==> config.mk <==
export PLATFORM = sky130hd
export DESIGN_NAME = tip_temperature_calibration_map_flat
export DESIGN_NICKNAME = d
export VERILOG_FILES = /design/src/rtl/core/ttc_pkg.sv /design/src/rtl/core/ttc_ifs.sv /design/src/rtl/core/tip_temperature_calibration_map.sv /design/src/flat_wrapper.sv
export VERILOG_INCLUDE_DIRS = /design/src /design/src/rtl/core
export SDC_FILE = /design/constraint.sdc
export NUM_CORES = 1
export LEC_CHECK = 0
export BUFFER_PORTS_ARGS = -buffer_cell sky130_fd_sc_hd__buf_2
export CAP_MARGIN = 5
export CORE_MARGIN = 2
export CORE_UTILIZATION = 40
export CTS_CLUSTER_DIAMETER = 200
export DETAILED_ROUTE_END_ITERATION = 7
export HOLD_SLACK_MARGIN = 0.02
export MAX_ROUTING_LAYER = met4
export PLACE_DENSITY = 0.65
export SLEW_MARGIN = 40
export SYNTH_ARGS = -nofsm -noshare
export SYNTH_HDL_FRONTEND = slang
export SYNTH_SLANG_ARGS = --single-unit
==> constraint.sdc <==
create_clock -name clk -period 21.2 [get_ports clk]
set_clock_uncertainty 0.05 [all_clocks]
set_input_delay 2.12 -clock clk [delete_from_list [all_inputs] [get_ports clk]]
set_output_delay 2.12 -clock clk [all_outputs]
set_load 0.01 [all_outputs]
==> src/rtl/core/assert_macros.svh <==
// Assertion macros shared by the calibration map RTL.
// Each macro expects signals named clk and arst_n in the including scope.
`ifndef ASSERT_MACROS_SVH
`define ASSERT_MACROS_SVH
`ifndef SYNTHESIS
// The condition must hold at every clock edge outside reset.
`define ASSERT_ALWAYS(lbl, cond, msg) \
	lbl: assert property (@(posedge clk) disable iff (!arst_n) (cond)) else $error(msg);
// The consequent must hold in the same cycle as the antecedent.
`define ASSERT_IMPLY(lbl, ante, cons, msg) \
	lbl: assert property (@(posedge clk) disable iff (!arst_n) (ante) |-> (cons)) \
		else $error(msg);
`else
`define ASSERT_ALWAYS(lbl, cond, msg)
`define ASSERT_IMPLY(lbl, ante, cons, msg)
`endif
`endif

==> src/rtl/core/ttc_pkg.sv <==
// Types and fixed constants of the tip temperature calibration map.
// Used by the channel interfaces and the top level.
`timescale 1ns / 1ps
package ttc_pkg;
	localparam int W          = 16;
	localparam int PW         = 32;
	localparam int OUT_W      = 11;
	localparam int OUT_MAX    = 2047;
	localparam int CFG_IDX_W  = 3;
	localparam int CFG_DATA_W = 10;
	localparam int MUL_STEPS  = 16;
	localparam int DIV_STEPS  = 32;
	localparam int CNT_W      = 5;
	localparam int SEARCH_ROUNDS = 20;

	typedef logic signed [W-1:0]  val_t;
	typedef logic signed [PW-1:0] wide_t;

	typedef enum logic [3:0] {
		ST_IDLE, ST_START, ST_FWD, ST_LOAD, ST_MUL, ST_DIV, ST_FIN, ST_EVAL, ST_DONE
	} st_t;

	typedef enum logic [1:0] {PH_SEG, PH_FAH, PH_TC, PH_GUESS} ph_t;

	typedef enum logic [CFG_IDX_W-1:0] {
		CFG_RAW_LOW, CFG_RAW_MID, CFG_RAW_HIGH, CFG_TEMP_LOW,
		CFG_TEMP_MID, CFG_TEMP_HIGH, CFG_AMBIENT, CFG_MODE
	} cfg_idx_t;
endpackage

==> src/rtl/core/ttc_ifs.sv <==
// Request and result channel interfaces of the calibration map.
// Depends on ttc_pkg for the result width.
`timescale 1ns / 1ps
interface ttc_in_if;
	logic              valid;
	logic              ready;
	logic              cmd;
	logic [10:0]       value;
	logic signed [7:0] ambient_now;
	modport source (output valid, cmd, value, ambient_now, input ready);
	modport sink (input valid, cmd, value, ambient_now, output ready);
endinterface

interface ttc_out_if;
	logic                       valid;
	logic                       ready;
	logic [ttc_pkg::OUT_W-1:0]  converted;
	logic                       exact;
	modport source (output valid, converted, exact, input ready);
	modport sink (input valid, converted, exact, output ready);
endinterface

==> src/rtl/core/tip_temperature_calibration_map.sv <==
// Top level of the tip temperature calibration map: sequencer, serial multiplier and divider.
// Depends on ttc_pkg, the interfaces in ttc_ifs.sv and assert_macros.svh.
//
// The block converts a raw tip sensor reading into a display temperature (cmd 0), or a
// display temperature back into the raw reading that produces it (cmd 1), using three
// calibration points and an ambient correction. It takes one request at a time: ready is
// high only while it is idle, and the result is held in an output register until taken.
// Every linear map goes through one shared serial unit, which multiplies one bit per cycle
// and divides one quotient bit per cycle between a load and a finish step; a zero input span
// skips both. A forward conversion takes one map in Celsius and two in Fahrenheit. An
// inverse conversion costs one map for the initial guess in Celsius or two in Fahrenheit,
// then one forward conversion for each search round. It stops at the first round whose
// guess hits the target, or when all twenty rounds have run. Configuration may only be
// written while the block is idle.
`timescale 1ns / 1ps
`include "assert_macros.svh"
module tip_temperature_calibration_map #(
	parameter int RAW_MAX         = 1023,
	parameter int FIXED_AMBIENT_C = 25,
	parameter int MIN_C           = 180,
	parameter int MAX_C           = 450,
	parameter int MIN_F           = 350,
	parameter int MAX_F           = 850
) (
	input  logic                            clk,
	input  logic                            arst_n,
	ttc_in_if.sink                          in_ch,
	ttc_out_if.source                       out_ch,
	input  logic                            cfg_we,
	input  logic [ttc_pkg::CFG_IDX_W-1:0]   cfg_index,
	input  logic [ttc_pkg::CFG_DATA_W-1:0]  cfg_data
);
	import ttc_pkg::*;

	localparam val_t RAW_MAX_V = val_t'(RAW_MAX);
	localparam val_t RAW_MID_V = val_t'(RAW_MAX / 2);
	localparam val_t RAW_QTR_V = val_t'(RAW_MAX / 4);
	localparam val_t FIX_AMB_V = val_t'(FIXED_AMBIENT_C);
	localparam val_t MIN_C_V   = val_t'(MIN_C);
	localparam val_t MAX_C_V   = val_t'(MAX_C);
	localparam val_t MIN_F_V   = val_t'(MIN_F);
	localparam val_t MAX_F_V   = val_t'(MAX_F);

	function automatic val_t u10(input logic [9:0] x);
		return val_t'({{(W-10){1'b0}}, x});
	endfunction

	function automatic logic [W-1:0] magn(input val_t x);
		return x[W-1] ? (W)'(-x) : (W)'(x);
	endfunction

	function automatic wide_t clampw(input wide_t v, input wide_t lo, input wide_t hi);
		if (v < lo) return lo;
		if (v > hi) return hi;
		return v;
	endfunction

	// Configuration registers.
	logic [9:0]        raw_low_q, raw_mid_q, raw_high_q;
	logic [9:0]        temp_low_q, temp_mid_q, temp_high_q;
	logic signed [7:0] amb_cal_q;
	logic [1:0]        flags_q;

	// Request and sequencing registers.
	st_t               st_q, st_d;
	ph_t               ph_q;
	logic              cmd_q, search_q;
	logic [10:0]       val_q;
	val_t              amb_q, fx_q, guess_q, left_q, right_q, target_q, h_q;
	logic [4:0]        round_q;

	// Operands of the map in progress and the serial arithmetic unit.
	val_t              op_x_q, op_a_q, op_b_q, op_c_q, op_d_q;
	logic [PW-1:0]     acc_q, mcand_q;
	logic [W-1:0]      mplier_q, den_q;
	logic [W:0]        rem_q;
	logic              neg_q;
	logic [CNT_W-1:0]  cnt_q;

	logic [OUT_W-1:0]  conv_q;
	logic              exact_q;

	always_ff @(posedge clk or negedge arst_n) begin
		if (!arst_n) begin
			raw_low_q   <= 10'd500;
			raw_mid_q   <= 10'd700;
			raw_high_q  <= 10'd950;
			temp_low_q  <= 10'd200;
			temp_mid_q  <= 10'd300;
			temp_high_q <= 10'd400;
			amb_cal_q   <= 8'sd25;
			flags_q     <= 2'd1;
		end else if (cfg_we) begin
			case (cfg_idx_t'(cfg_index))
				CFG_RAW_LOW:   raw_low_q   <= cfg_data;
				CFG_RAW_MID:   raw_mid_q   <= cfg_data;
				CFG_RAW_HIGH:  raw_high_q  <= cfg_data;
				CFG_TEMP_LOW:  temp_low_q  <= cfg_data;
				CFG_TEMP_MID:  temp_mid_q  <= cfg_data;
				CFG_TEMP_HIGH: temp_high_q <= cfg_data;
				CFG_AMBIENT:   amb_cal_q   <= cfg_data[7:0];
				CFG_MODE:      flags_q     <= cfg_data[1:0];
				default: ;
			endcase
		end
	end

	// Combinational helpers for the current step.
	val_t  dx, dy, dn, amb_off, tgt, seg_c_lo, seg_c_hi, nxt_c;
	wide_t qs, mres, t_seg, g1, g2, nxt;
	logic [W:0] rem_sh;
	logic       q_bit;

	always_comb begin
		dx = op_x_q - op_a_q;
		dy = op_d_q - op_c_q;
		dn = op_b_q - op_a_q;
		amb_off = amb_q - val_t'(amb_cal_q);
		if (flags_q[0]) begin
			tgt = val_t'(clampw(wide_t'(u10(val_q[9:0]) + (val_q[10] ? val_t'(1024) : '0)),
				wide_t'(MIN_C_V), wide_t'(MAX_C_V)));
		end else begin
			tgt = val_t'(clampw(wide_t'(u10(val_q[9:0]) + (val_q[10] ? val_t'(1024) : '0)),
				wide_t'(MIN_F_V), wide_t'(MAX_F_V)));
		end
		seg_c_lo = u10(temp_low_q) + amb_off;
		seg_c_hi = u10(temp_mid_q) + amb_off;
		qs = wide_t'(acc_q);
		mres = (neg_q ? -qs : qs) + wide_t'(op_c_q);
		t_seg = clampw(mres, '0, wide_t'(OUT_MAX));
		g1 = clampw(mres, '0, wide_t'(RAW_MAX_V));
		g2 = (g1 > wide_t'(RAW_MID_V)) ? g1 - wide_t'(RAW_QTR_V) : g1 + wide_t'(RAW_QTR_V);
		g2 = clampw(g2, '0, wide_t'(RAW_MAX_V));
		// Bisection step: the midpoint moves by one where it would repeat the guess.
		if (h_q < target_q) begin
			nxt_c = (guess_q + right_q) >>> 1;
			if (nxt_c == guess_q) nxt_c = guess_q + val_t'(1);
		end else begin
			nxt_c = (left_q + guess_q) >>> 1;
			if (nxt_c == guess_q) nxt_c = guess_q - val_t'(1);
		end
		nxt = clampw(wide_t'(nxt_c), '0, wide_t'(RAW_MAX_V));
		rem_sh = {rem_q[W-1:0], acc_q[PW-1]};
		q_bit = (rem_sh >= {1'b0, den_q});
	end

	// Next state.
	always_comb begin
		st_d = st_q;
		case (st_q)
			ST_IDLE:  if (in_ch.valid) st_d = ST_START;
			ST_START: st_d = cmd_q ? ST_LOAD : ST_FWD;
			ST_FWD:   st_d = ST_LOAD;
			ST_LOAD:  st_d = (dn == '0) ? ST_FIN : ST_MUL;
			ST_MUL:   if (cnt_q == CNT_W'(MUL_STEPS - 1)) st_d = ST_DIV;
			ST_DIV:   if (cnt_q == CNT_W'(DIV_STEPS - 1)) st_d = ST_FIN;
			ST_FIN: begin
				case (ph_q)
					PH_SEG:   st_d = flags_q[0] ? ST_EVAL : ST_LOAD;
					PH_FAH:   st_d = ST_EVAL;
					PH_TC:    st_d = ST_LOAD;
					PH_GUESS: st_d = ST_FWD;
					default:  st_d = ST_IDLE;
				endcase
			end
			ST_EVAL: begin
				if (!search_q || h_q == target_q || round_q == 5'(SEARCH_ROUNDS - 1)) begin
					st_d = ST_DONE;
				end else begin
					st_d = ST_FWD;
				end
			end
			ST_DONE:  if (out_ch.ready) st_d = ST_IDLE;
			default:  st_d = ST_IDLE;
		endcase
	end

	always_ff @(posedge clk or negedge arst_n) begin
		if (!arst_n) st_q <= ST_IDLE;
		else st_q <= st_d;
	end

	// Datapath.
	always_ff @(posedge clk) begin
		case (st_q)
			ST_IDLE: begin
				if (in_ch.valid) begin
					cmd_q <= in_ch.cmd;
					val_q <= in_ch.value;
					amb_q <= flags_q[1] ? val_t'(in_ch.ambient_now) : FIX_AMB_V;
				end
			end
			ST_START: begin
				search_q <= cmd_q;
				fx_q     <= val_t'({{(W-11){1'b0}}, val_q});
				left_q   <= '0;
				right_q  <= RAW_MAX_V;
				target_q <= tgt;
				op_x_q   <= tgt;
				if (flags_q[0]) begin
					op_a_q <= u10(temp_low_q);
					op_b_q <= u10(temp_high_q);
					op_c_q <= u10(raw_low_q);
					op_d_q <= u10(raw_high_q);
					ph_q   <= PH_GUESS;
				end else begin
					op_a_q <= MIN_F_V;
					op_b_q <= MAX_F_V;
					op_c_q <= MIN_C_V;
					op_d_q <= MAX_C_V;
					ph_q   <= PH_TC;
				end
			end
			ST_FWD: begin
				// Segment choice: below the low point, from the middle point up, or between.
				op_x_q <= fx_q;
				ph_q   <= PH_SEG;
				if (fx_q < u10(raw_low_q)) begin
					op_a_q <= '0;
					op_b_q <= u10(raw_low_q);
					op_c_q <= amb_q;
					op_d_q <= u10(temp_low_q);
				end else if (fx_q >= u10(raw_mid_q)) begin
					op_a_q <= u10(raw_mid_q);
					op_b_q <= u10(raw_high_q);
					op_c_q <= seg_c_hi;
					op_d_q <= u10(temp_high_q) + amb_off;
				end else begin
					op_a_q <= u10(raw_low_q);
					op_b_q <= u10(raw_mid_q);
					op_c_q <= seg_c_lo;
					op_d_q <= seg_c_hi;
				end
			end
			ST_LOAD: begin
				cnt_q <= '0;
				rem_q <= '0;
				acc_q <= '0;
				if (dn == '0) begin
					// A zero input span gives the output value at the start of the span.
					neg_q <= 1'b0;
				end else begin
					neg_q    <= dx[W-1] ^ dy[W-1] ^ dn[W-1];
					mcand_q  <= {{(PW-W){1'b0}}, magn(dx)};
					mplier_q <= magn(dy);
					den_q    <= magn(dn);
				end
			end
			ST_MUL: begin
				if (mplier_q[0]) acc_q <= acc_q + mcand_q;
				mcand_q  <= {mcand_q[PW-2:0], 1'b0};
				mplier_q <= {1'b0, mplier_q[W-1:1]};
				cnt_q    <= (cnt_q == CNT_W'(MUL_STEPS - 1)) ? '0 : cnt_q + 1'b1;
			end
			ST_DIV: begin
				acc_q <= {acc_q[PW-2:0], q_bit};
				rem_q <= q_bit ? rem_sh - {1'b0, den_q} : rem_sh;
				cnt_q <= cnt_q + 1'b1;
			end
			ST_FIN: begin
				case (ph_q)
					PH_SEG: begin
						if (flags_q[0]) begin
							h_q <= val_t'(t_seg);
						end else begin
							op_x_q <= val_t'(t_seg);
							op_a_q <= MIN_C_V;
							op_b_q <= MAX_C_V;
							op_c_q <= MIN_F_V;
							op_d_q <= MAX_F_V;
							ph_q   <= PH_FAH;
						end
					end
					PH_FAH: h_q <= val_t'(t_seg);
					PH_TC: begin
						op_x_q <= val_t'(mres);
						op_a_q <= u10(temp_low_q);
						op_b_q <= u10(temp_high_q);
						op_c_q <= u10(raw_low_q);
						op_d_q <= u10(raw_high_q);
						ph_q   <= PH_GUESS;
					end
					PH_GUESS: begin
						guess_q <= val_t'(g2);
						fx_q    <= val_t'(g2);
						round_q <= '0;
					end
					default: ;
				endcase
			end
			ST_EVAL: begin
				if (!search_q) begin
					conv_q  <= h_q[OUT_W-1:0];
					exact_q <= 1'b1;
				end else if (h_q == target_q) begin
					conv_q  <= OUT_W'(clampw(wide_t'(guess_q), '0, wide_t'(OUT_MAX)));
					exact_q <= 1'b1;
				end else begin
					if (h_q < target_q) left_q <= guess_q;
					else right_q <= guess_q;
					guess_q <= val_t'(nxt);
					fx_q    <= val_t'(nxt);
					round_q <= round_q + 1'b1;
					conv_q  <= OUT_W'(clampw(nxt, '0, wide_t'(OUT_MAX)));
					exact_q <= 1'b0;
				end
			end
			default: ;
		endcase
	end

	// Handshake outputs.
	always_comb begin
		in_ch.ready      = (st_q == ST_IDLE);
		out_ch.valid     = (st_q == ST_DONE);
		out_ch.converted = conv_q;
		out_ch.exact     = exact_q;
	end

	`ASSERT_ALWAYS(a_one_side, !(in_ch.ready && out_ch.valid), "request taken while result held")
	`ASSERT_IMPLY(a_mul_count, st_q == ST_MUL, cnt_q < CNT_W'(MUL_STEPS), "multiply overran")
	`ASSERT_IMPLY(a_div_nonzero, st_q == ST_DIV, den_q != '0, "division by a zero span")
	`ASSERT_IMPLY(a_rounds, st_q == ST_EVAL && search_q, round_q < 5'(SEARCH_ROUNDS),
		"search ran past its round limit")
	`ASSERT_IMPLY(a_guess_range, st_q == ST_EVAL && search_q,
		guess_q >= val_t'(0) && guess_q <= RAW_MAX_V, "search guess out of raw range")
endmodule

==> src/flat_wrapper.sv <==
// flat-port wrapper written by rule: the top's interface ports become plain ports
module tip_temperature_calibration_map_flat import ttc_pkg::*;
#(
	parameter int RAW_MAX         = 1023,
	parameter int FIXED_AMBIENT_C = 25,
	parameter int MIN_C           = 180,
	parameter int MAX_C           = 450,
	parameter int MIN_F           = 350,
	parameter int MAX_F           = 850
)
  (clk, arst_n, cfg_we, cfg_index, cfg_data, in_ch_valid, in_ch_cmd, in_ch_value, in_ch_ambient_now, in_ch_ready, out_ch_valid, out_ch_converted, out_ch_exact, out_ch_ready);
  ttc_in_if in_ch_i ();
  ttc_out_if out_ch_i ();
  input  logic clk;
  input  logic arst_n;
  input  logic cfg_we;
  input  logic [ttc_pkg::CFG_IDX_W-1:0] cfg_index;
  input  logic [ttc_pkg::CFG_DATA_W-1:0] cfg_data;
  input wire logic [$bits(in_ch_i.valid)-1:0] in_ch_valid;
  input wire logic [$bits(in_ch_i.cmd)-1:0] in_ch_cmd;
  input wire logic [$bits(in_ch_i.value)-1:0] in_ch_value;
  input wire logic [$bits(in_ch_i.ambient_now)-1:0] in_ch_ambient_now;
  output wire logic [$bits(in_ch_i.ready)-1:0] in_ch_ready;
  output wire logic [$bits(out_ch_i.valid)-1:0] out_ch_valid;
  output wire logic [$bits(out_ch_i.converted)-1:0] out_ch_converted;
  output wire logic [$bits(out_ch_i.exact)-1:0] out_ch_exact;
  input wire logic [$bits(out_ch_i.ready)-1:0] out_ch_ready;
  assign in_ch_i.valid = in_ch_valid;
  assign in_ch_i.cmd = in_ch_cmd;
  assign in_ch_i.value = in_ch_value;
  assign in_ch_i.ambient_now = in_ch_ambient_now;
  assign in_ch_ready = in_ch_i.ready;
  assign out_ch_valid = out_ch_i.valid;
  assign out_ch_converted = out_ch_i.converted;
  assign out_ch_exact = out_ch_i.exact;
  assign out_ch_i.ready = out_ch_ready;
  tip_temperature_calibration_map #(.RAW_MAX(RAW_MAX), .FIXED_AMBIENT_C(FIXED_AMBIENT_C), .MIN_C(MIN_C), .MAX_C(MAX_C), .MIN_F(MIN_F), .MAX_F(MAX_F)) u_core (.clk(clk), .arst_n(arst_n), .in_ch(in_ch_i), .out_ch(out_ch_i), .cfg_we(cfg_we), .cfg_index(cfg_index), .cfg_data(cfg_data));
endmodule
==> flow_metrics.tcl <==
set metrics [dict create \
    grt_use_met1_pct 28.0 \
    fin_nets 3522 \
    synth_edf_count 317 \
    rows 99 \
    start_kind "register" \
    htreeDepth 2 \
    hold_viol 0 \
    via_count 23600 \
    syn_area_mm2 0.0297 \
    dp_hpwl_um 60400 \
    postPlaceCellArea_mm2 0.0312 \
    fill_cells 7025 \
    cts_tree "built" \
    die_h_um 276 \
    period_needed_ns 10.67 \
    drc 0 \
    post_cts_resized 0 \
    grt_setup_unrepaired "no" \
    final_cell_mix "edfxtp_1, nor2_1, nand2_1" \
    final_common_cell "edfxtp_1" \
    timing.fmax_ghz 0.0937 \
    hold_path_class "reg2reg" \
    critical_path_peak_fanout 20 \
    wl_per_cell_um 18.8 \
    drtIter0Drc 1876 \
    ant_nets 0 \
    setup_tns_ns 0 \
    grt_first_pass_wirelength_um 128000 \
    worstSetupPathType "reg2reg" \
    ios 52 \
    r2r_slack_ns 10.53 \
    synth_seq_area_share_pct 38.5 \
    grt_max_degree 71 \
    arrival_ns 10.99 \
    via_per_inst 5.60 \
    postCtsSetupRepairBufs 0 \
    use_met2_pct 34.1 \
    clockRootBuffer "clkbuf_16" \
    run_status "finished, final reports clean" \
    cts.path.max_buffers 3 \
    clock_sinks 391 \
    min_period_over_period_pct 50.3 \
    grt_remaining_overflow 0 \
    ys_types 90 \
    start_util_pct 40.5 \
    grt-busiest-layer "met2" \
    required_ns 21.52 \
    yosysWarnings 0 \
    io_buffer_count 51 \
    maxCapViolations 0 \
    die-width_um 276 \
    multiInputGateArea_mm2 0.0173 \
    area_growth_pct 11.1 \
    finalSetupViolations 0 \
    synth_area_leader_cell "edfxtp_1" \
    slowest_stage "or4_1" \
    drive_above_1_share_pct 9.54 \
    critical-path-top-delay-family "compound AO/OA/AOI/OAI gates" \
    worst-slew-pin-transition_ns 0.843 \
    synth_cells 3154 \
    crit_path_end_kind "register" \
    seqCellArea_mm2 0.0114 \
    grt_util_all_layers_pct 21.3 \
    place_congestion 0.926 \
    synthTopCellsByArea "edfxtp_1, ha_1, xnor2_1, o21ai_0, a21oi_1" \
    final_area_mm2 0.0330 \
    crit_top_cell "o21ai_0" \
    clk_pin_slew_worst_paths_ns 0.06 \
    synthFlopType "edfxtp_1" \
    slew_violations 0 \
    drt_wl_total_um 79400 \
    grt_pass1_vias 23200 \
    met3_usage_pct 2.42 \
    core_area_mm2 0.0732 \
    max_stage_delay_ns 0.59 \
    cts_buffers 49 \
    syn_avg_cell_area_um2 9.41 \
    hold_buffers 0 \
    clock_latency_ns 0.63 \
    synth_top_cell_area_share_pct 32.1 \
    max_slew_margin_pct 43.5 \
    antenna_found_initial 1 \
    drtPass1Iterations 7 \
    die-area_mm2 0.0764 \
    synthArstFlopShare_pct 18.9 \
    ys_ff_latch 391 \
    crit_buf_inv 2 \
]
-- logic make-up (layout without fill, tap and decap cells) --
group / count (synthesis) / in the layout / share of synthesized area [%]
simple gates: 928 / 928 / 15.1
compound gates: 873 / 873 / 18.8
flops: 391 / 391 / 38.5
buf+inv: 318 / 387 / 4.07
xor+xnor: 278 / 278 / 8.45
fa+ha+maj: 265 / 265 / 11.5
mux: 100 / 100 / 3.60
other cells: 1 / 38 / 0.0126
-- routing by layer --
layer  up-vias  share of wire (%)
li1      11600                  -
met1     11300                 45
met2       574                 47
met3       141                5.1
met4         0                3.0
met5         -                  0
-- area by class of cell --
| class | instances | area share [%] |
|---|---|---|
| tap | 959 | 3.64 |
| inverter | 208 | 2.37 |
| timing repair buffer | 88 | 1.71 |
| clock buffer | 64 | 4.14 |
| antenna | 1 | 0.00759 |
| sequential | 391 | 34.6 |
| multi-input combinational | 2481 | 52.6 |
| clock inverter | 27 | 0.938 |
-- cell usage after synthesis, types with 34 or more instances --
cell type,n
nand2_1,259
mux2i_1,47
xnor2_1,178
clkbuf_1,100
nand3_1,42
xor2_1,95
and3_1,39
ha_1,252
nor2_1,262
a21o_1,79
a21oi_1,221
o211ai_1,34
nor3_1,56
edfxtp_1,317
o21ai_0,247
dfrtp_1,41
mux2_2,53
o21bai_1,34
inv_1,204
nand2b_1,58
and2_1,41
-- stage by stage --
stage / setup WS, ns / util, % / instances / hold slack, ns
floorplan: 12.43 / - / 3190 / 0.378
global placement: 10.83 / 42.6 / 4123 / 0.439
detailed placement: 10.60 / 42.7 / 4126 / 0.426
CTS: 10.57 / 45.0 / 4217 / 0.456
global route: 9.42 / 45.0 / 4219 / 0.476
finish: 10.53 / 45.0 / 4219 / 0.453
-- worst paths after layout --
path                                   endpoint                 from  depth (start not counted)
setup / recovery                 u_core.fx_q[0]      u_core.acc_q[9]                         35
hold / removal              u_core.amb_cal_q[7]  u_core.amb_cal_q[7]                          1
setup reg to reg                 u_core.fx_q[0]      u_core.acc_q[9]                         35
hold reg to reg             u_core.amb_cal_q[7]  u_core.amb_cal_q[7]                          1
max in group asynchronous        u_core.st_q[1]               arst_n                          2
min in group asynchronous  u_core.temp_mid_q[9]               arst_n                          1
-- flip-flops by register name (all words and copies together) (netlist names), 16 cells and up --
signal           flops
u_core.acc_q        32
u_core.mcand_q      32
u_core.den_q        16
u_core.fx_q         16
u_core.guess_q      16
u_core.h_q          16
u_core.left_q       16
u_core.mplier_q     16
u_core.op_c_q       16
u_core.op_d_q       16
u_core.op_x_q       16
u_core.rem_q        16
u_core.right_q      16
Power is not shown: default switching activity piles up to over one toggle a cycle in this logic, so the estimate is an artifact.
